==> config.mk <==
export PLATFORM = sky130hd
export DESIGN_NAME = ecrm_sqrt
export DESIGN_NICKNAME = d
export VERILOG_FILES = /design/src/ecrm_pkg.sv /design/src/ecrm_sqrt.sv
export SDC_FILE = /design/constraint.sdc
export NUM_CORES = 1
export LEC_CHECK = 0
export BUFFER_PORTS_ARGS = -buffer_cell sky130_fd_sc_hd__buf_2
export CORE_ASPECT_RATIO = 0.9
export CORE_MARGIN = 2
export CORE_UTILIZATION = 39
export CTS_BUF_LIST = sky130_fd_sc_hd__clkbuf_8
export CTS_CLUSTER_SIZE = 28
export DETAILED_ROUTE_END_ITERATION = 8
export MAX_ROUTING_LAYER = met4
export RECOVER_POWER = 25
export SETUP_SLACK_MARGIN = 0.3
export SLEW_MARGIN = 20
export SYNTH_ARGS = -nofsm -noshare
export SYNTH_HDL_FRONTEND = slang
export SYNTH_SLANG_ARGS = --single-unit
==> constraint.sdc <==
create_clock -name clk -period 7.9 [get_ports clk]
set_input_delay 0 -clock clk [delete_from_list [all_inputs] [get_ports clk]]
set_output_delay 0 -clock clk [all_outputs]
set_load 0.1 [all_outputs]
==> src/ecrm_pkg.sv <==
// ----------------------------------------------------------------------------
// ecrm_pkg: shared types and constants for the equity curve risk metrics block
// Divider request word, register indexes and fixed-point constants.
// ----------------------------------------------------------------------------
package ecrm_pkg;

    localparam int EQ_W     = 48;
    localparam int FACTOR_W = 32;
    localparam int DD_W     = 25;
    localparam int OUT_W    = 32;

    // register indexes on the config port
    localparam logic CFG_CAPITAL = 1'b0;
    localparam logic CFG_FACTOR  = 1'b1;

    localparam logic [63:0] ONE_Q24  = 64'h0000_0000_0100_0000;
    // ratio cap so that ratio - 1.0 stays within a signed 32-bit word
    localparam logic [63:0] RATIO_CAP = 64'h0000_0000_8100_0000 - 64'd1;
    localparam logic [63:0] POS_CAP   = 64'h0000_0000_7FFF_FFFF;
    localparam logic [63:0] NEG_CAP   = 64'h0000_0000_8000_0000;

    // iteration counts of the divider
    localparam logic [7:0] FRAC_ITERS = 8'd72;
    localparam logic [7:0] WIDE_ITERS = 8'd128;

    typedef struct packed {
        logic [127:0] num;    // numerator, MSB aligned
        logic [63:0]  den;
        logic [7:0]   iters;  // numerator bits consumed
        logic [63:0]  cap;    // quotient saturates here
    } div_req_t;

endpackage

==> src/ecrm_sqrt.sv <==
// ----------------------------------------------------------------------------
// ecrm_sqrt: digit-by-digit integer square root
// 128-bit radicand, one root bit per cycle, truncated 64-bit root.
// ----------------------------------------------------------------------------
module ecrm_sqrt
    import ecrm_pkg::*;
(
    input  logic         clk,
    input  logic         rst_n,
    input  logic         start,
    input  logic [127:0] radicand,
    output logic         done,
    output logic [63:0]  root
);

    logic [127:0] rad_reg, rad_next;
    logic [65:0]  rem_reg, rem_next;
    logic [63:0]  root_reg, root_next;
    logic [6:0]   cnt_reg, cnt_next;
    logic         busy_reg, busy_next;
    logic         done_reg, done_next;
    logic [67:0]  shifted;
    logic [67:0]  trial;
    logic         fits;

    assign shifted = {rem_reg, rad_reg[127:126]};
    assign trial   = {2'b00, root_reg, 2'b01};
    assign fits    = shifted >= trial;

    always_comb
    begin
        rad_next  = rad_reg;
        rem_next  = rem_reg;
        root_next = root_reg;
        cnt_next  = cnt_reg;
        busy_next = busy_reg;
        done_next = 1'b0;
        if (start)
        begin
            rad_next  = radicand;
            rem_next  = '0;
            root_next = '0;
            cnt_next  = '0;
            busy_next = 1'b1;
        end
        else if (busy_reg)
        begin
            rad_next  = {rad_reg[125:0], 2'b00};
            rem_next  = fits ? 66'(shifted - trial) : shifted[65:0];
            root_next = {root_reg[62:0], fits};
            cnt_next  = cnt_reg + 7'd1;
            if (cnt_reg == 7'd63)
            begin
                busy_next = 1'b0;
                done_next = 1'b1;
            end
        end
    end

    always_ff @(posedge clk or negedge rst_n)
    begin
        if (!rst_n)
        begin
            busy_reg <= 1'b0;
            done_reg <= 1'b0;
        end
        else
        begin
            busy_reg <= busy_next;
            done_reg <= done_next;
        end
    end

    always_ff @(posedge clk)
    begin
        rad_reg  <= rad_next;
        rem_reg  <= rem_next;
        root_reg <= root_next;
        cnt_reg  <= cnt_next;
    end

    assign done = done_reg;
    assign root = root_reg;

endmodule

# After elaboration in Yosys (flattened, before gate mapping)
# Cells that the tools add are included.
[classes] n_addsub=2 order_cmp=1 eq_ne=1 muxes=9 reduce_logical=1
[ops] cell="two-way mux 128 bit" n=2
[ops] cell=">= comparator 68 x 66 -> 1 bit" n=1
[ops] cell="two-way mux 66 bit" n=1
[ops] cell="subtractor 66 bit" n=1
[ops] cell="adder 7 x 1 -> 7 bit (second input constant)" n=1
[ops] cell="equality test 7 x 6 -> 1 bit (second input constant)" n=1
[ops] cell="two-way mux 1 bit" n=6
[ops] cell="nonzero test 2 bit" n=1
[word_totals] ff_bits=267 output_inout_bits=65 elab_cells=20

# Logic depth before layout (Yosys ltp)
[logic_depth] word_depth=4 depth_mapped=15

# Least setup slack after synthesis
# No wires, ideal clock.
[synth_path] kind="reg2reg" from="reg busy_reg" to="reg rad_reg[0], enable pin" setup_ps=481 arrival_time_ps=3481 setup_slack_ps=3938 path_stages_with_launch=5 path_buffers=2 path_cell_list="dfrtp_1 clkbuf_1 clkbuf_1 nor2_1 inv_1"
[synth_between] elab_chain_cells=1
[synth_rtl] element="start, declared" line_no="ecrm_sqrt.sv:20" source="logic busy_reg, busy_next;"
[synth_rtl] element="start signal, assigned" line_no="ecrm_sqrt.sv:69" source="busy_reg <= busy_next;"
[synth_rtl] element="nonzero test 2 bit (no line)"
[synth_rtl] element="end signal, assigned" line_no="ecrm_sqrt.sv:76" source="rad_reg <= rad_next;"
[synth_rtl] element="end, declared" line_no="ecrm_sqrt.sv:16" source="logic [127:0] rad_reg, rad_next;"
# No other way between the ends.
# A chain may end at the register's enable or synchronous reset.

# Final worst setup path
[layout_path] from="reg root_reg[47] (netlist: root[47])" to="reg rem_reg[59]"
[layout_between] elab_chain_cells=2 word_cells_on_any_way=3 cone_classes="add/sub (1); order compare (1); mux (1)"
[layout_rtl] element="start, declared" line_no="ecrm_sqrt.sv:18" source="logic [63:0] root_reg, root_next;"
[layout_rtl] element="start signal, assigned" line_no="ecrm_sqrt.sv:78" source="root_reg <= root_next;"
[layout_rtl] element="subtractor 66 bit / >= comparator 68 x 66 -> 1 bit (equally long branches)" line_no="ecrm_sqrt.sv:49, ecrm_sqrt.sv:28"
[layout_rtl] element="two-way mux 66 bit (*)" line_no="ecrm_sqrt.sv:49" source="rem_next = fits ? 66'(shifted - trial) : shifted[65:0];"
[layout_rtl] element="end signal, assigned" line_no="ecrm_sqrt.sv:77" source="rem_reg <= rem_next;"
[layout_rtl] element="end, declared" line_no="ecrm_sqrt.sv:17" source="logic [65:0] rem_reg, rem_next;"
# Mark *: on every way between the ends. The rest lies on a longest branch, timed or not.

==> impl_metrics.toml <==
[outcome]
status = "complete, but fails checks"
violations = "max-capacitance violations, max-slew violations"

[sta]
finalSetupViolCount = 0
max_clock_freq_mhz = 227.0
slew_violations = 48
slew_headroom_pct = -26.48
fin_setup_tns_ns = 0
fin_crit_sh_pct = 55.77
worst_clock_skew_ns = 0.03209
hold_violations = 0
worst_slack_ns = 3.494
finalCriticalPeriod_ns = 4.406
worst_pin_slew_ns = 1.897
rsz0062_at_grt = "no"

[global_route]
met2_usage_pct = 31.16
track_usage_pct = 20.59
first_global_vias = 12850
grt_max_degree = 112
grt_use_met1_pct = 27.23
gr-max-usage-layer = "met2"
overflow = 0
antenna_found_initial = 1
met3_usage_pct = 4.545
grt_first_pass_wirelength_um = 66060

[yosys]
synth.avg_cell_area_um2 = 9.829
ys.flop_type = "dfxtp_1"
yosysUniqueCellTypes = 85
syn_nets = 1760
yosysTopAreaCellShare_pct = 25.04
synthMuxAreaShare_pct = 14.41
synth_common_cells = "174 x nor2_1, 137 x dfxtp_1, 130 x nand2_1"
async_flop_share_pct = 0.7491
synth_edf_count = 128
ys_warn_count = 0
yosys.area.top_type = "edfxtp_1"
syn_inst = 1562
post-synth-top-count-cell = "nor2_1"
synth_top_family_by_area = "compound AO/OA/AOI/OAI gates"
synth_xor_area_share_pct = 3.024
synthSimpleGateAreaFrac_pct = 12.45
synthesis.area_um2 = 15350
yosysSeqAreaShare_pct = 43.23
synth_compound_area_share_pct = 16.26
ys_ff_latch = 267
synth.area.top_cells = "edfxtp_1 25%, dfxtp_1 18%, mux2_2 9.3%, ha_1 5.5%, mux2i_1 5.0%"
synth_fa_ha_area_share_pct = 5.460

[floorplanning]
start_util_pct = 39.83
core_area_um2 = 38540
die_h_um = 192.2
rows = 68
die-area_um2 = 40970
dieWidth_um = 213.1
ioPinCount = 196

[power_and_ir_drop]
p_int_mw = 3.790
pwr-share-seq_pct = 27.3
clkPwrFrac_pct = 19.7
irDropWorstVdd_v = 0.0002432
leakage_nw = 8.194
p_comb_share_pct = 53.0
p_switching_mw = 2.801
power_mw = 6.592
switching_share_pct = 42.50
power_density_nw_per_um2 = 350.2

[cells_and_area]
final_util_pct = 48.84
drive_gt1_share_pct = 21.44
area_delta_synth_final_pct = 22.62
fin_nets = 2046
largest_reg_flops = 128

[cts]
clk_pin_slew_worst_paths_ns = 0.06
worstSkewPairLatency_ns = 0.64
cts_root_buf = "clkbuf_8"
cts.repair.resized = 0
cts_made_buffers = 47
cts_max_level = 2
cts_sinks = 267
cts_buffer_depth = 3
cts_tree = "built"

[critical_path]
r2r-end = "rem_reg[59]"
critPathRequiredTime_ns = 8.41
timing.rr.start = "root[47]"
path_buf_inv = 2
critPathMaxStageDelay_ns = 0.67
path_class = "reg2reg"
reg2regPathDepth = 13
start_kind = "flop"
cp_cell_sequence = "inv_1 > ha_1 > nand4_1 > o22a_1 > a31oi_1 > o21ai_1 > o2111ai_1 > a21oi_2 > o21ai_4 > buf_4 > nand2_2 > a2111oi_0 > nor3_1"
crit_arrival_ns = 4.91
crit_family = "compound AO/OA/AOI/OAI gates"
rrSetupSlack_ns = 3.49
cp_max_fo = 54
slowest_stage = "buf_4"
crit_path_end_kind = "flop"

[detailed_routing]
vias_per_cell = 5.253
vias = 12660
routed_wl_um = 41160
drt_iter0_drc = 672
drc = 0
ant_nets = 0
dr.pass1.iters = 5
routedWlPerCell_um = 17.08

[placed_design]
io_buffers = 195
dp_hpwl_um = 27410
post-place-ws_ns = 3.576
place.gp.congestion = 0.8708

[flow_run]
cap_violations = 1

[hold_path]
hold_end = "rad_reg[74]"
worstHoldStart = "radicand[74]"
hold_path_class = "in2reg"
min_path_cells = 3
==> power by group through the flow <==
stage          Sequential (mW)  Combinational (mW)  Clock, mW
5_1_grt                   1.82                3.87       1.39
2_1_floorplan             1.82                2.68          0
3_5_place_dp              1.82                3.40          0
6_report                  1.80                3.50       1.30
3_3_place_gp              1.82                3.39          0
4_1_cts                   1.80                3.47       1.34
==> through the flow <==
| step | hold slack [ns] | cell area [µm²] | std cells |
|---|---|---|---|
| after floorplan | -0.2956 | 15350 | 1562 |
| after CTS | 0.1436 | 18860 | 2409 |
| after global placement | -0.2149 | 16610 | 2193 |
| after global routing | 0.1855 | 18830 | 2410 |
| final | 0.2032 | 18830 | 2410 |
| after detailed placement | -0.2132 | 16610 | 2193 |
==> placed cells by master (no fill, tap or decap), drive strengths merged, types with 80 or more instances in the layout <==
cell type      n
nor2         174
dfxtp        137
a21oi        102
mux2         128
edfxtp       128
nand2        132
clkbuf        80
buf          176
inv          102
dlygate4sd3  131
==> repair_timing <==
item | CTS | global route
setup buffers | 0 | 0
endpoints found under the hold margin | 155 | 0
setup endpoints to repair | 0 | 0
hold buffers | 131 | 0
==> final cells by class <==
type	instances	area [µm²]
multi-input cells	1108	7931
fillers	3589	19720
well taps	525	656.9
flip-flops and latches	267	6636
repair buffers	334	2323
clock inverters	32	205.2
diodes	1	2.502
inverters	90	340.3
clock buffers	53	729.5
==> tightest hold or removal path, cell delays in order <==
cell and delay (ns):
dlygate4sd3_1 0.51, buf_2 0.09, mux2_2 0.13
==> routing by layer <==
metal / routed length (µm) / up-vias
met5: 0 / -
met4: 1028 / 0
met3: 2523 / 81
met2: 18230 / 340
met1: 19370 / 5983
li1: - / 6256
==> worst max-delay path by stage <==
stage	to	depth (start not counted)	start
6_report	rem_reg[59]	13	root[47]
5_1_grt	rem_reg[59]	13	root[46]
4_1_cts	rem_reg[59]	13	root[22]
3_5_place_dp	rem_reg[59]	13	root[47]
3_3_place_gp	rem_reg[59]	13	root[47]
2_1_floorplan	rad_reg[0]	4	busy_reg
==> logic make-up after synthesis <==
group / after synthesis
fa+ha+maj: 67
xor+xnor: 53
simple gates: 432
compound gates: 351
flops: 267
mux: 205
buf+inv: 187
(Power assumes the default switching activity.)
