[config.mk]
export PLATFORM = sky130hd
export DESIGN_NAME = ecrm_mul
export DESIGN_NICKNAME = d
export VERILOG_FILES = /design/src/ecrm_pkg.sv /design/src/ecrm_mul.sv
export SDC_FILE = /design/constraint.sdc
export NUM_CORES = 2
export LEC_CHECK = 0
export BUFFER_PORTS_ARGS = -buffer_cell sky130_fd_sc_hd__buf_4
export CAP_MARGIN = 30
export CORE_MARGIN = 2
export CORE_UTILIZATION = 70
export DETAILED_ROUTE_END_ITERATION = 10
export PLACE_DENSITY_LB_ADDON = 0.2
export RECOVER_POWER = 100
export SLEW_MARGIN = 20
export SYNTH_ARGS = -nofsm -noshare
export SYNTH_HDL_FRONTEND = slang
export SYNTH_SLANG_ARGS = --single-unit
[constraint.sdc]
create_clock -name clk -period 18.1 [get_ports clk]
set_input_delay 1.81 -clock clk [delete_from_list [all_inputs] [get_ports clk]]
set_output_delay 1.81 -clock clk [all_outputs]
set_load 0.02 [all_outputs]
[src/ecrm_pkg.sv]
// ----------------------------------------------------------------------------
// ecrm_pkg: shared types and constants for the equity curve risk metrics block
// Divider request word, register indexes and fixed-point constants.
// ----------------------------------------------------------------------------
package ecrm_pkg;

    localparam int EQ_W     = 48;
    localparam int FACTOR_W = 32;
    localparam int DD_W     = 25;
    localparam int OUT_W    = 32;

    // register indexes on the config port
    localparam logic CFG_CAPITAL = 1'b0;
    localparam logic CFG_FACTOR  = 1'b1;

    localparam logic [63:0] ONE_Q24  = 64'h0000_0000_0100_0000;
    // ratio cap so that ratio - 1.0 stays within a signed 32-bit word
    localparam logic [63:0] RATIO_CAP = 64'h0000_0000_8100_0000 - 64'd1;
    localparam logic [63:0] POS_CAP   = 64'h0000_0000_7FFF_FFFF;
    localparam logic [63:0] NEG_CAP   = 64'h0000_0000_8000_0000;

    // iteration counts of the divider
    localparam logic [7:0] FRAC_ITERS = 8'd72;
    localparam logic [7:0] WIDE_ITERS = 8'd128;

    typedef struct packed {
        logic [127:0] num;    // numerator, MSB aligned
        logic [63:0]  den;
        logic [7:0]   iters;  // numerator bits consumed
        logic [63:0]  cap;    // quotient saturates here
    } div_req_t;

endpackage

[src/ecrm_mul.sv]
// ----------------------------------------------------------------------------
// ecrm_mul: 64 x 64 multiplier built on one 32 x 32 multiplier
// Four partial products, registered, then accumulated into 128 bits.
// ----------------------------------------------------------------------------
module ecrm_mul
    import ecrm_pkg::*;
(
    input  logic         clk,
    input  logic         rst_n,
    input  logic         start,
    input  logic [63:0]  a,
    input  logic [63:0]  b,
    output logic         done,
    output logic [127:0] prod
);

    logic [63:0]  a_reg, a_next;
    logic [63:0]  b_reg, b_next;
    logic [127:0] acc_reg, acc_next;
    logic [63:0]  pp_reg, pp_next;
    logic [1:0]   sh_reg, sh_next;
    logic [2:0]   cnt_reg, cnt_next;
    logic         pv_reg, pv_next;
    logic         busy_reg, busy_next;
    logic         done_reg, done_next;
    logic [31:0]  a_part, b_part;
    logic [127:0] pp_aligned;

    assign a_part = cnt_reg[1] ? a_reg[63:32] : a_reg[31:0];
    assign b_part = cnt_reg[0] ? b_reg[63:32] : b_reg[31:0];

    always_comb
    begin
        case (sh_reg)
            2'd0:    pp_aligned = {64'd0, pp_reg};
            2'd1:    pp_aligned = {32'd0, pp_reg, 32'd0};
            default: pp_aligned = {pp_reg, 64'd0};
        endcase
    end

    always_comb
    begin
        a_next    = a_reg;
        b_next    = b_reg;
        acc_next  = acc_reg;
        pp_next   = pp_reg;
        sh_next   = sh_reg;
        cnt_next  = cnt_reg;
        pv_next   = 1'b0;
        busy_next = busy_reg;
        done_next = 1'b0;
        if (start)
        begin
            a_next    = a;
            b_next    = b;
            acc_next  = '0;
            cnt_next  = '0;
            busy_next = 1'b1;
        end
        else if (busy_reg)
        begin
            if (pv_reg)
                acc_next = acc_reg + pp_aligned;
            if (cnt_reg != 3'd4)
            begin
                pp_next  = a_part * b_part;
                sh_next  = 2'({1'b0, cnt_reg[1]} + {1'b0, cnt_reg[0]});
                pv_next  = 1'b1;
                cnt_next = cnt_reg + 3'd1;
            end
            else
            begin
                busy_next = 1'b0;
                done_next = 1'b1;
            end
        end
    end

    always_ff @(posedge clk or negedge rst_n)
    begin
        if (!rst_n)
        begin
            busy_reg <= 1'b0;
            done_reg <= 1'b0;
            pv_reg   <= 1'b0;
        end
        else
        begin
            busy_reg <= busy_next;
            done_reg <= done_next;
            pv_reg   <= pv_next;
        end
    end

    always_ff @(posedge clk)
    begin
        a_reg   <= a_next;
        b_reg   <= b_next;
        acc_reg <= acc_next;
        pp_reg  <= pp_next;
        sh_reg  <= sh_next;
        cnt_reg <= cnt_next;
    end

    assign done = done_reg;
    assign prod = acc_reg;

endmodule

* Word-level counts from Yosys, hierarchy flattened *
Index checks and enable logic that the tools add are counted.

storage, ports and cells
  bits in registers = 328
  input bits = 131
  output and inout port bits = 129
  logic and storage cells = 30

cells by class
  $add $sub $neg = 3
  multiply operators = 1
  equal/unequal tests = 2
  mux-type cells = 10
  bitwise logic cells = 1
  reductions and logical operators = 4

operators with widths
  operator               number
  $pmux W128 S2          1
  $add A128 B128 Y128    1
  $mul A32 B32 Y64       1
  $mux W32               2
  $mux W1                7
  $reduce_and A2 Y1      2
  $add A3 B1 Y3 const B  1
  $ne A3 B3 Y1 const B   1
  $reduce_and A3 Y1      1
  $add A1 B1 Y2          1
  $eq A2 B1 Y1 const B   1
  $logic_not A2 Y1       1
  $not A1 Y1             1

* Depth between registers and ports, before layout *
  word-level depth = 4
  mapped depth = 36
  gate-level depth less buffers = 31

* Worst setup path after synthesis *
No wires, ideal clock.

  path type = reg-to-reg
  start = register cnt_reg[0]
  end = register pp_reg[59] (data pin)
  data arrival time = 8.673 ns
  required time = 17.841 ns
  path slack = 9.168 ns
  stages on the path, launching flop included = 32
  clock period less this slack = 8.932 ns
  path through = dfxtp_1 > clkbuf_1 > clkbuf_1 > mux2i_1 > clkbuf_1 > nor2_1 > fa_1 > inv_1 > fa_1 > fa_1 > fa_1 > inv_1 > fa_1 > inv_1 > fa_1 > inv_1 > fa_1 > inv_1 > fa_1 > inv_1 > ha_1 > a21oi_1 > o21ai_0 > or2_2 > o41ai_2 > o31ai_1 > a211o_1 > a21o_1 > and2_1 > nor2_1 > o21ai_0 > xnor2_1

on the way
  cells in the longest elaborated chain, start to end = 2

ends and longest elaborated chain
  element                   line             RTL
  start: declaration        ecrm_mul.sv:22   logic [2:0] cnt_reg, cnt_next;
  start signal: assignment  ecrm_mul.sv:102  cnt_reg <= cnt_next;
  $mux W32                  ecrm_mul.sv:30   assign b_part = cnt_reg[0] ? b_reg[63:32] : b_reg[31:0];
  $mul A32 B32 Y64          ecrm_mul.sv:66   pp_next = a_part * b_part;
  end signal: assignment    ecrm_mul.sv:100  pp_reg <= pp_next;
  end: declaration          ecrm_mul.sv:20   logic [63:0] pp_reg, pp_next;

Every way passes these cells.
A chain may end at the register's enable or synchronous reset.

* Final worst setup path *
  start = register cnt_reg[1]
  end = register pp_reg[59] (data pin)

on the way
  cells in the longest elaborated chain, start to end = 2

ends and longest elaborated chain
  element           line            RTL
  $mux W32          ecrm_mul.sv:29  assign a_part = cnt_reg[1] ? a_reg[63:32] : a_reg[31:0];
  $mul A32 B32 Y64  ecrm_mul.sv:66

Every way passes these cells.

==> results by group <==
Run status
  • Status: finished, violations left
  • Failing checks: DRC, capacitance limit, slew limit

Clock tree
  • Post-CTS sizing: 0
  • Hold-fix buffers, CTS: 0
  • CTS Root Cell: clkbuf_16
  • Postcts setup bufs: 0
  • CTS Buf Count: 38
  • CTS Buffer Depth: 3
  • H-tree Lvls: 2
  • CTS tree: yes
  • CTS Sinks: between 300 and 400
  • Clk_lat worst skew: a little over 0.6 ns
  • Reg clk slew, reported paths: roughly 0.070 ns

GRT
  • M1 GR Usage: between 50 and 60%
  • Total grt overflow: 0
  • Grt met3 use: between 10% and 20%
  • First-pass GRT wire length: between 200,000 and 300,000 um
  • Vias in the first global route: 48,100
  • GRT Overall Usage: 49.4%
  • GR Util met2: about 73%
  • Gr busiest metal: met2
  • Largest net degree at the start of global routing: 89
  • Initial antenna violation count: 3

Synth
  • Cell area after synthesis: 52,800 um2
  • Main synth FF type: edfxtp_1
  • Yosys top cell by area: fa_1
  • Number of synthesized flops with an enable pin: a little under 200
  • Yosys warns: 0
  • Post-synth top area share: between 30% and 40%
  • Synth area leaders: fa_1 34%, edfxtp_1 11%, ha_1 9.3%
  • Syn Area/Cell: a little under 9 um2
  • Top cells by count, synth: 943 x inv_1, 897 x fa_1, 792 x nand2_1
  • Register bit total from synthesis: around 330
  • Synth async-reset ratio: less than 1%
  • Mapped Cells: 6,004
  • Post-synth cell types: 83
  • Seq/Total Area, Yosys: about 16%
  • Syn nets: 7,424
  • Most numerous cell in the Yosys netlist: inv_1

Cells and area
  • Share of cells above drive strength 1: roughly 6.0%
  • Count of nets after finishing: roughly 7,500
  • Max reg flops: between 100 and 150
  • Number of fill cells: between 5,000 and 6,000
  • Synth-to-Final Area Change: 6.74%

Floorplanning
  • Starting Density: between 70% and 80%
  • Core Rows: 100
  • Die Y: 279 um
  • Die width: 279 um
  • Io pins: between 200 and 300
  • Die area: a little under 80,000 um2
  • Core Region: 74,600 um2

STA
  • Final Cycle Share: 74.1%
  • RSZ-0062 raised after global routing: false
  • Slew Viols, Final: between 400 and 500
  • Endpoints failing setup: 0
  • Worst rel slew slack: -162%
  • Fin. Hold Viols: 0
  • Worst Clk Skew: ~0.036 ns
  • Setup TNS: 0 ns
  • Max Freq: between 70 and 80 MHz
  • Fin crit period: 13.42 ns
  • Least-Margin Pin Slew: 3.93 ns

Worst hold path
  • Worst hold path class: register to register
  • Worst Hold End: prod[58]
  • Worst Hold Depth: 2
  • Hold_sp: prod[58]

Critical path
  • Crit path capture type: register
  • Worst path max stage delay: around 2.2 ns
  • R2r endpoint: pp_reg[59]
  • Crit path max-delay cell type: clkbuf_1
  • CP Launch Type: register
  • WP data arrival: between 10 and 15 ns
  • Critical Path RT: between 15 and 20 ns
  • RR Startpoint: cnt_reg[1]
  • R2r setup slk: 4.68 ns
  • Critical setup path kind: register to register
  • FF-to-FF path depth: 28
  • Crit-path max FO: 40
  • Crit path top cell by count: fa_1

Place
  • GPL Wtd Cong: between 1 and 1.5
  • Post-DP HPWL: 147,000 um
  • IO buf count: 259

Run
  • Max-Cap Viols: 13

Detailed routing
  • Routed vias: 46,300
  • Pre-antenna DRT Iters: 11
  • DRT iter0 DRCs: roughly 6,000
  • ANT nets after route: 0
  • DRC Markers: 9
  • DR vias/cell: 6.54
  • WL/cell: 26.8 um
  • Drt total wl: roughly 190,000 um
-- placed cells by master, fill, tap and decap left out, drive strengths merged, types with 14 or more instances in the layout --
master	synthesis	layout
a21o	91	91
mux2i	98	98
o21bai	43	43
edfxtp	194	194
fa	897	897
a21oi	349	349
and2	71	71
a21boi	14	14
ha	392	392
nor2	763	763
and3	19	19
a22o	36	36
dfxtp	131	131
nand3	30	30
nor2b	18	18
nor3	42	42
xnor2	113	113
nand2b	25	25
a31oi	24	24
o21ai	213	213
mux2	64	64
o21a	31	31
o31ai	19	19
clkbuf	284	316
inv	943	945
buf	29	70
xor2	66	66
nand2	792	792
nand4	79	79
-- per-stage QoR --
step | std cells | utilization [%] | cell area [um2] | hold WS (ns) | setup slack (ns)
6_report | 7070 | 75.6 | 56400 | 0.480 | 4.68
3_3_place_gp | 6993 | 74.5 | 55600 | 0.461 | 8.41
2_1_floorplan | 6004 | - | 52800 | 0.462 | 9.17
5_1_grt | 7069 | 75.6 | 56400 | 0.495 | 4.57
3_5_place_dp | 6997 | 74.6 | 55600 | 0.470 | 8.22
4_1_cts | 7067 | 76.4 | 57000 | 0.479 | 8.22
-- worst max path at each step --
stage	startpoint	slack (ns)	to
floorplan	cnt_reg[0]	9.17	pp_reg[59]
CTS	cnt_reg[1]	8.22	pp_reg[58]
finish	cnt_reg[1]	4.68	pp_reg[59]
detailed placement	cnt_reg[1]	8.22	pp_reg[58]
global placement	cnt_reg[0]	8.41	pp_reg[58]
global route	cnt_reg[1]	4.57	pp_reg[59]
-- worst max-delay path: cells and delay by family, from the launching register on --
kind	cells	cell delay, ns
fa+ha+maj	9	3.97
buf+inv	6	3.89
compound gates	7	2.43
flops	1	1.45
simple gates	4	0.92
mux	1	0.36
xor+xnor	1	0.15
-- cell families after synthesis --
group           count (synthesis)  share of synthesized area (%)
compound gates                909                           10.6
flops                         328                           16.1
fa+ha+maj                    1289                           43.3
mux                           162                           3.22
buf+inv                      1256                           8.95
xor+xnor                      179                           2.97
simple gates                 1881                           14.8
-- routing by layer --
layer,part of all wire (%),wire (um)
met1,34,63900
met2,42,79100
met3,15,28100
met4,9.7,18400
met5,0,0
-- final cells by class --
type / count / area (um2) / share of cell area [%]
diodes: 1 / 2.50 / 0.00444
clock buffers: 47 / 1060 / 1.88
clock inverters: 23 / 275 / 0.488
inverters: 943 / 3540 / 6.28
multi-input cells: 4420 / 39700 / 70.4
flip-flops and latches: 328 / 8520 / 15.1
well taps: 969 / 1210 / 2.15
repair buffers: 339 / 2060 / 3.65
Power is left out: the tool's default activity adds up to more than one toggle a clock period on the data nets, which glitch-free logic cannot reach.
