--- src/ecrm_pkg.sv ---
// ----------------------------------------------------------------------------
// ecrm_pkg: shared types and constants for the equity curve risk metrics block
// Divider request word, register indexes and fixed-point constants.
// ----------------------------------------------------------------------------
package ecrm_pkg;

    localparam int EQ_W     = 48;
    localparam int FACTOR_W = 32;
    localparam int DD_W     = 25;
    localparam int OUT_W    = 32;

    // register indexes on the config port
    localparam logic CFG_CAPITAL = 1'b0;
    localparam logic CFG_FACTOR  = 1'b1;

    localparam logic [63:0] ONE_Q24  = 64'h0000_0000_0100_0000;
    // ratio cap so that ratio - 1.0 stays within a signed 32-bit word
    localparam logic [63:0] RATIO_CAP = 64'h0000_0000_8100_0000 - 64'd1;
    localparam logic [63:0] POS_CAP   = 64'h0000_0000_7FFF_FFFF;
    localparam logic [63:0] NEG_CAP   = 64'h0000_0000_8000_0000;

    // iteration counts of the divider
    localparam logic [7:0] FRAC_ITERS = 8'd72;
    localparam logic [7:0] WIDE_ITERS = 8'd128;

    typedef struct packed {
        logic [127:0] num;    // numerator, MSB aligned
        logic [63:0]  den;
        logic [7:0]   iters;  // numerator bits consumed
        logic [63:0]  cap;    // quotient saturates here
    } div_req_t;

endpackage

--- src/ecrm_div.sv ---
// ----------------------------------------------------------------------------
// ecrm_div: iterative restoring divider
// One quotient bit per cycle, saturating quotient, pulse on done.
// ----------------------------------------------------------------------------
module ecrm_div
    import ecrm_pkg::*;
(
    input  logic        clk,
    input  logic        rst_n,
    input  logic        start,
    input  div_req_t    req,
    output logic        done,
    output logic [63:0] quot
);

    logic [127:0] num_reg, num_next;
    logic [63:0]  den_reg, den_next;
    logic [63:0]  cap_reg, cap_next;
    logic [63:0]  rem_reg, rem_next;
    logic [63:0]  q_reg, q_next;
    logic [63:0]  quot_reg, quot_next;
    logic [7:0]   cnt_reg, cnt_next;
    logic         ovf_reg, ovf_next;
    logic         run_reg, run_next;
    logic         fin_reg, fin_next;
    logic         done_reg, done_next;
    logic [64:0]  shifted;
    logic         fits;

    assign shifted = {rem_reg, num_reg[127]};
    assign fits    = shifted >= {1'b0, den_reg};

    always_comb
    begin
        num_next  = num_reg;
        den_next  = den_reg;
        cap_next  = cap_reg;
        rem_next  = rem_reg;
        q_next    = q_reg;
        quot_next = quot_reg;
        cnt_next  = cnt_reg;
        ovf_next  = ovf_reg;
        run_next  = run_reg;
        fin_next  = 1'b0;
        done_next = 1'b0;
        if (start)
        begin
            num_next = req.num;
            den_next = req.den;
            cap_next = req.cap;
            cnt_next = req.iters;
            rem_next = '0;
            q_next   = '0;
            ovf_next = 1'b0;
            run_next = 1'b1;
        end
        else if (run_reg)
        begin
            num_next = {num_reg[126:0], 1'b0};
            rem_next = fits ? 64'(shifted - {1'b0, den_reg}) : shifted[63:0];
            q_next   = {q_reg[62:0], fits};
            ovf_next = ovf_reg | q_reg[63];
            cnt_next = cnt_reg - 8'd1;
            if (cnt_reg == 8'd1)
            begin
                run_next = 1'b0;
                fin_next = 1'b1;
            end
        end
        else if (fin_reg)
        begin
            quot_next = (ovf_reg || q_reg > cap_reg) ? cap_reg : q_reg;
            done_next = 1'b1;
        end
    end

    always_ff @(posedge clk or negedge rst_n)
    begin
        if (!rst_n)
        begin
            run_reg  <= 1'b0;
            fin_reg  <= 1'b0;
            done_reg <= 1'b0;
        end
        else
        begin
            run_reg  <= run_next;
            fin_reg  <= fin_next;
            done_reg <= done_next;
        end
    end

    always_ff @(posedge clk)
    begin
        num_reg  <= num_next;
        den_reg  <= den_next;
        cap_reg  <= cap_next;
        rem_reg  <= rem_next;
        q_reg    <= q_next;
        quot_reg <= quot_next;
        cnt_reg  <= cnt_next;
        ovf_reg  <= ovf_next;
    end

    assign done = done_reg;
    assign quot = quot_reg;

endmodule

--- config.mk ---
export PLATFORM = sky130hd
export DESIGN_NAME = ecrm_div
export DESIGN_NICKNAME = d
export VERILOG_FILES = /design/src/ecrm_pkg.sv /design/src/ecrm_div.sv
export SDC_FILE = /design/constraint.sdc
export NUM_CORES = 1
export LEC_CHECK = 0
export BUFFER_PORTS_ARGS = -buffer_cell sky130_fd_sc_hd__buf_2
export CAP_MARGIN = 20
export CORE_MARGIN = 4
export CORE_UTILIZATION = 52
export CTS_BUF_LIST = sky130_fd_sc_hd__clkbuf_16
export DETAILED_ROUTE_END_ITERATION = 6
export PLACE_DENSITY = 0.74
export SYNTH_ARGS = -nofsm -noshare
export SYNTH_HDL_FRONTEND = slang
export SYNTH_SLANG_ARGS = --single-unit
--- constraint.sdc ---
create_clock -name clk -period 4.2 [get_ports clk]
set_clock_uncertainty 0.15 [all_clocks]
set_input_delay 0.21 -clock clk [delete_from_list [all_inputs] [get_ports clk]]
set_output_delay 0.21 -clock clk [all_outputs]
set_load 0.05 [all_outputs]
# --- After elaboration in Yosys (flattened, before gate mapping) ---
# Index checks and enable logic that the tools add are counted.
totals:
  mem_bits_ro: 0
  regBits: 460
  elab_cells: 37
  ramBits: 0
  inputBits: 267
  mem_count: 0
  latch_bits: 0
  output_inout_bits: 65
classes:
  mul: 0
  bitwise_logic: 3
  n_lt_le_gt_ge: 2
  n_eq_ne: 1
  n_reduce_logical: 3
  n_div: 0
  shifts: 0
  n_addsub: 2
  muxes: 15
op_table:
  columns: ["op", "count"]
  rows:
  - ["128-bit two-way mux", 2]
  - ["64-bit two-way mux", 2]
  - ["65-bit by 64-bit greater-or-equal comparator with 1-bit output", 1]
  - ["64-bit greater-than comparator", 1]
  - ["64-bit subtractor", 1]
  - ["8-bit two-way mux", 2]
  - ["1-bit two-way mux", 9]
  - ["8-bit by 1-bit == test with 1-bit output (second input constant)", 1]
  - ["8-bit by 1-bit subtractor with 8-bit output (second input constant)", 1]
  - ["3-bit AND reduction", 1]
  - ["1-bit inverter", 2]
  - ["2-bit nonzero test", 1]
  - ["1-bit logical OR", 1]
  - ["1-bit bitwise OR", 1]

# --- Longest topological paths before layout ---
depth:
  word_depth: 4
  depth_mapped: 16
  depth_no_buf: 13

# --- Worst setup path before layout ---
# Ideal clock, no wire load.
synth_timing:
  path_type: "reg2reg"
  start: "reg run_reg"
  end: "reg cnt_reg[0] (enable)"
  n_path_buf: 2
  path_stages_with_launch: 5
  setup_time_ps: 1179
  arrival_ps: 3109
  synth_period_minus_slack_ps: 4437
  setup_slack_ps: -237
  required_time_ps: 2871
  cell_sequence: "dfrtp_1 > buf_2 > inv_1 > clkbuf_1 > nand2_1"
synth_between:
  elab_chain_len: 1
synth_rtl:
  columns: ["item", "line", "source"]
  rows:
  - ["start: declaration", "ecrm_div.sv:24", "logic run_reg, run_next;"]
  - ["start signal: assignment", "ecrm_div.sv:87", "run_reg <= run_next;"]
  - ["2-bit nonzero test (no source line)", null, null]
  - ["end signal: assignment", "ecrm_div.sv:101", "cnt_reg <= cnt_next;"]
  - ["end: declaration", "ecrm_div.sv:22", "logic [7:0] cnt_reg, cnt_next;"]
# Every way passes these cells.
# A chain may end at the register's enable or synchronous reset.

# --- Worst setup path after layout ---
layout_timing:
  start: "reg den_reg[14]"
  end: "reg rem_reg[46]"
layout_between:
  elab_chain_len: 2
  word_cells_on_any_way: 3
  classes_between: "add/sub (1); order compare (1); mux (1)"
layout_rtl:
  columns: ["item", "line", "source"]
  rows:
  - ["start: declaration", "ecrm_div.sv:17", "logic [63:0] den_reg, den_next;"]
  - ["start signal: assignment", "ecrm_div.sv:96", "den_reg <= den_next;"]
  - ["64-bit subtractor or 65-bit by 64-bit greater-or-equal comparator with 1-bit output (tied branches)", "ecrm_div.sv:60, ecrm_div.sv:31", null]
  - ["64-bit two-way mux (*)", "ecrm_div.sv:60", "rem_next = fits ? 64'(shifted - {1'b0, den_reg}) : shifted[63:0];"]
  - ["end signal: assignment", "ecrm_div.sv:98", "rem_reg <= rem_next;"]
  - ["end: declaration", "ecrm_div.sv:19", "logic [63:0] rem_reg, rem_next;"]
# Mark *: on every way between the ends. The rest lies on a longest branch, timed or not.

==> impl_metrics.json <==
{
  "reg2reg_from": "den_reg[14]",
  "drv_cap": 0,
  "period_needed_ps": 3980,
  "synth_top_flop_cell": "edfxtp_1",
  "grt_pass1_wl_mm": 98.3,
  "placedInstanceArea_um2": 25600,
  "swShare_pct": 24.2,
  "yosys-top-cells-area": "edfxtp_1 42%, dfxtp_1 11%, mux2_2 9.2%",
  "drive_gt1_share_pct": 23.8,
  "post_drt_wl_per_cell_um": 19.5,
  "fin_nets": 2970,
  "end_kind": "flip-flop",
  "r2r_setup_slack_ps": 220,
  "clk_path_buf_depth": 3,
  "yosys.area.top_type": "edfxtp_1",
  "coreArea_um2": 44400,
  "seqPwrFrac_pct": 49.2,
  "ys_types": 79,
  "syn_to_final_growth_pct": 27.2,
  "syn_nets": 2399,
  "finalNonFillerCells": 3210,
  "die_h_um": 220,
  "worstHoldPathType": "input pin to flip-flop",
  "setup_viol": 0,
  "antenna_found_initial": 9,
  "clockPowerShare_pct": 39.4,
  "post-route-period-util_pct": 94.8,
  "syn_area_um2": 23500,
  "setup_tns_ps": 0,
  "seq_area_frac_synth_pct": 53.3,
  "finalInstanceArea_um2": 29800,
  "route.detailed.drc": 0,
  "cp.arrival_ps": 4260,
  "fmax_mhz": 251,
  "p_leak_nw": 13.3,
  "dp_cells": 2845,
  "crit_path_max_incr_delay_ps": 480,
  "drt-vias-per-instance": 5.57,
  "path_class": "flip-flop to flip-flop",
  "worst_slew_margin_rel_pct": 26.6,
  "peakVddDrop_uv": 367,
  "cts_root_buffer": "clkbuf_16",
  "hold_slack_ps": 174,
  "rsz0062_at_grt": "false",
  "grt-ovfl-total": 0,
  "cpMostUsedCell": "buf_4",
  "crit_chain": "inv_1 > ha_1 > a21oi_1 > o21bai_1 > a31oi_1 > o31ai_1 > buf_4 > o2111ai_2 > a2111oi_4 > o21a_4 > buf_4 > mux2i_1 > a211oi_1",
  "ys_ff_latch": 460,
  "place.port_buffers": 331,
  "clk_pin_slew_worst_paths_ps": 60,
  "first_pass_iters": 5,
  "track_usage_pct": 25.4,
  "wl_mm": 62.7,
  "power.density_nw_per_um2": 361,
  "slowest_stage": "a2111oi_4",
  "ant_nets": 0,
  "cts_tree": "yes",
  "grt_max_degree": 165,
  "htreeDepth": 2,
  "syn_inst": 2001,
  "first_global_vias": 18400,
  "crit_required_ps": 4470,
  "synthMostInstantiatedCell": "edfxtp_1",
  "synth_top_area_share_pct": 42.0,
  "die_w_um": 220,
  "synth_edf_count": 328,
  "status": "finished clean",
  "p_int_mw": 8.17,
  "power_frac_comb_pct": 11.4,
  "numCtsBuffers": 50,
  "final-hold-violation-count": 0,
  "clock_latency_ps": 600,
  "r2r_end": "rem_reg[46]",
  "placementRows": 77,
  "yosysWarnings": 0,
  "hpwl_mm": 40.6,
  "ff2ff_path_depth": 13,
  "power_mw": 10.8,
  "start_util_pct": 52.8,
  "crit_end": "rem_reg[46]",
  "crit_start": "den_reg[14]",
  "largest_register_ffs": 128,
  "cts.sinks": 460,
  "drt_iter0_markers": 1248,
  "synth_common_cells": "328 x edfxtp_1, 192 x mux2_2, 172 x nor2_1",
  "synthArstFlopShare_pct": 0.652,
  "avgSynthCellArea_um2": 11.7,
  "die-area_um2": 48600,
  "vias": 17900,
  "gp_congestion": 0.916,
  "slew_violations": 0,
  "crit_path_max_fanout": 20,
  "worst_slew_pin_slew_ps": 1100,
  "p_sw_mw": 2.60,
  "io_pins": 332,
  "critPathLaunchType": "flip-flop"
}
==> power groups by stage <==
stage	clock network [mW]	logic [mW]	registers, mW
global placement	0	0.967	5.36
floorplan	0	0.683	5.32
CTS	4.31	1.20	5.28
finish	4.24	1.23	5.30
detailed placement	0	0.989	5.37
global route	4.53	1.35	5.32
==> what timing repair did <==
| action | CTS | global route |
|---|---|---|
| hold endpoints to repair | 271 | 0 |
| setup endpoints to repair | 0 | 11 |
| hold buffers | 267 | 0 |
| setup buffers | 0 | 0 |
| resized for setup | 0 | 1 |
==> critical path, delay by kind of cell, from the launching register on <==
| family | cells | cell delay [ps] |
|---|---|---|
| buffers and inverters | 3 | 640 |
| multiplexers | 1 | 250 |
| AO/OA/AOI/OAI | 8 | 2000 |
| flip-flops | 1 | 320 |
| adder cells (fa/ha/maj) | 1 | 420 |
==> cells by family after synthesis <==
logic type / count (synthesis) / share of synthesized area [%]
buf+inv: 252 / 4.59
fa+ha+maj: 131 / 7.02
compound gates: 389 / 11.0
flops: 460 / 53.3
simple gates: 406 / 7.89
xor+xnor: 63 / 2.35
mux: 300 / 13.8
==> area by class of cell <==
cell class	instances	area, um2
Clock buffer	51	1280
Sequential cell	460	12500
Fill cell	3142	14600
Inverter	155	582
Multi-Input combinational cell	1289	9920
Antenna cell	5	12.5
Clock inverter	42	278
Timing Repair Buffer	616	4520
Tap cell	592	741
==> how the worst min path moves through the flow <==
stage | start | endpoint | slack, ps | cells past startpoint
final | req[105] | den_reg[33] | 170 | 2
after global placement | rst_n | fin_reg | -150 | 1
after floorplan | rst_n | done | -240 | 0
after detailed placement | rst_n | fin_reg | -130 | 1
after global routing | req[41] | cap_reg[41] | 160 | 2
after CTS | req[14] | cap_reg[14] | 140 | 2
==> per-stage QoR <==
step                      worst slack [ps]  utilization (%)
final                                  219             67.2
after detailed placement               267             57.6
after global placement                 429             57.6
after global routing                  33.4             67.2
after floorplan                        897                -
after CTS                              244             67.1
==> per-layer routing <==
layer	part of all wire, %	global-route usage [%]	vias up	wire length, um
met5	0.11	0	-	69
met4	3.7	9.48	10	2320
met1	42	33.2	8536	26200
met2	47	41.6	683	29500
li1	-	-	8496	-
met3	7.4	5.89	152	4620
==> placed cells by master (no fill, tap or decap), types with 51 or more instances in the layout <==
master / count
o21ai_0: 53
dfxtp_1: 129
inv_1: 171
a21o_1: 59
nand2_1: 104
a211oi_1: 57
a21oi_1: 103
mux2i_1: 107
mux2_2: 192
clkbuf_16: 51
dlygate4sd3_1: 267
nor2_1: 172
edfxtp_1: 328
ha_1: 130
buf_2: 330
No activity file was read; power rests on OpenSTA's default activity.
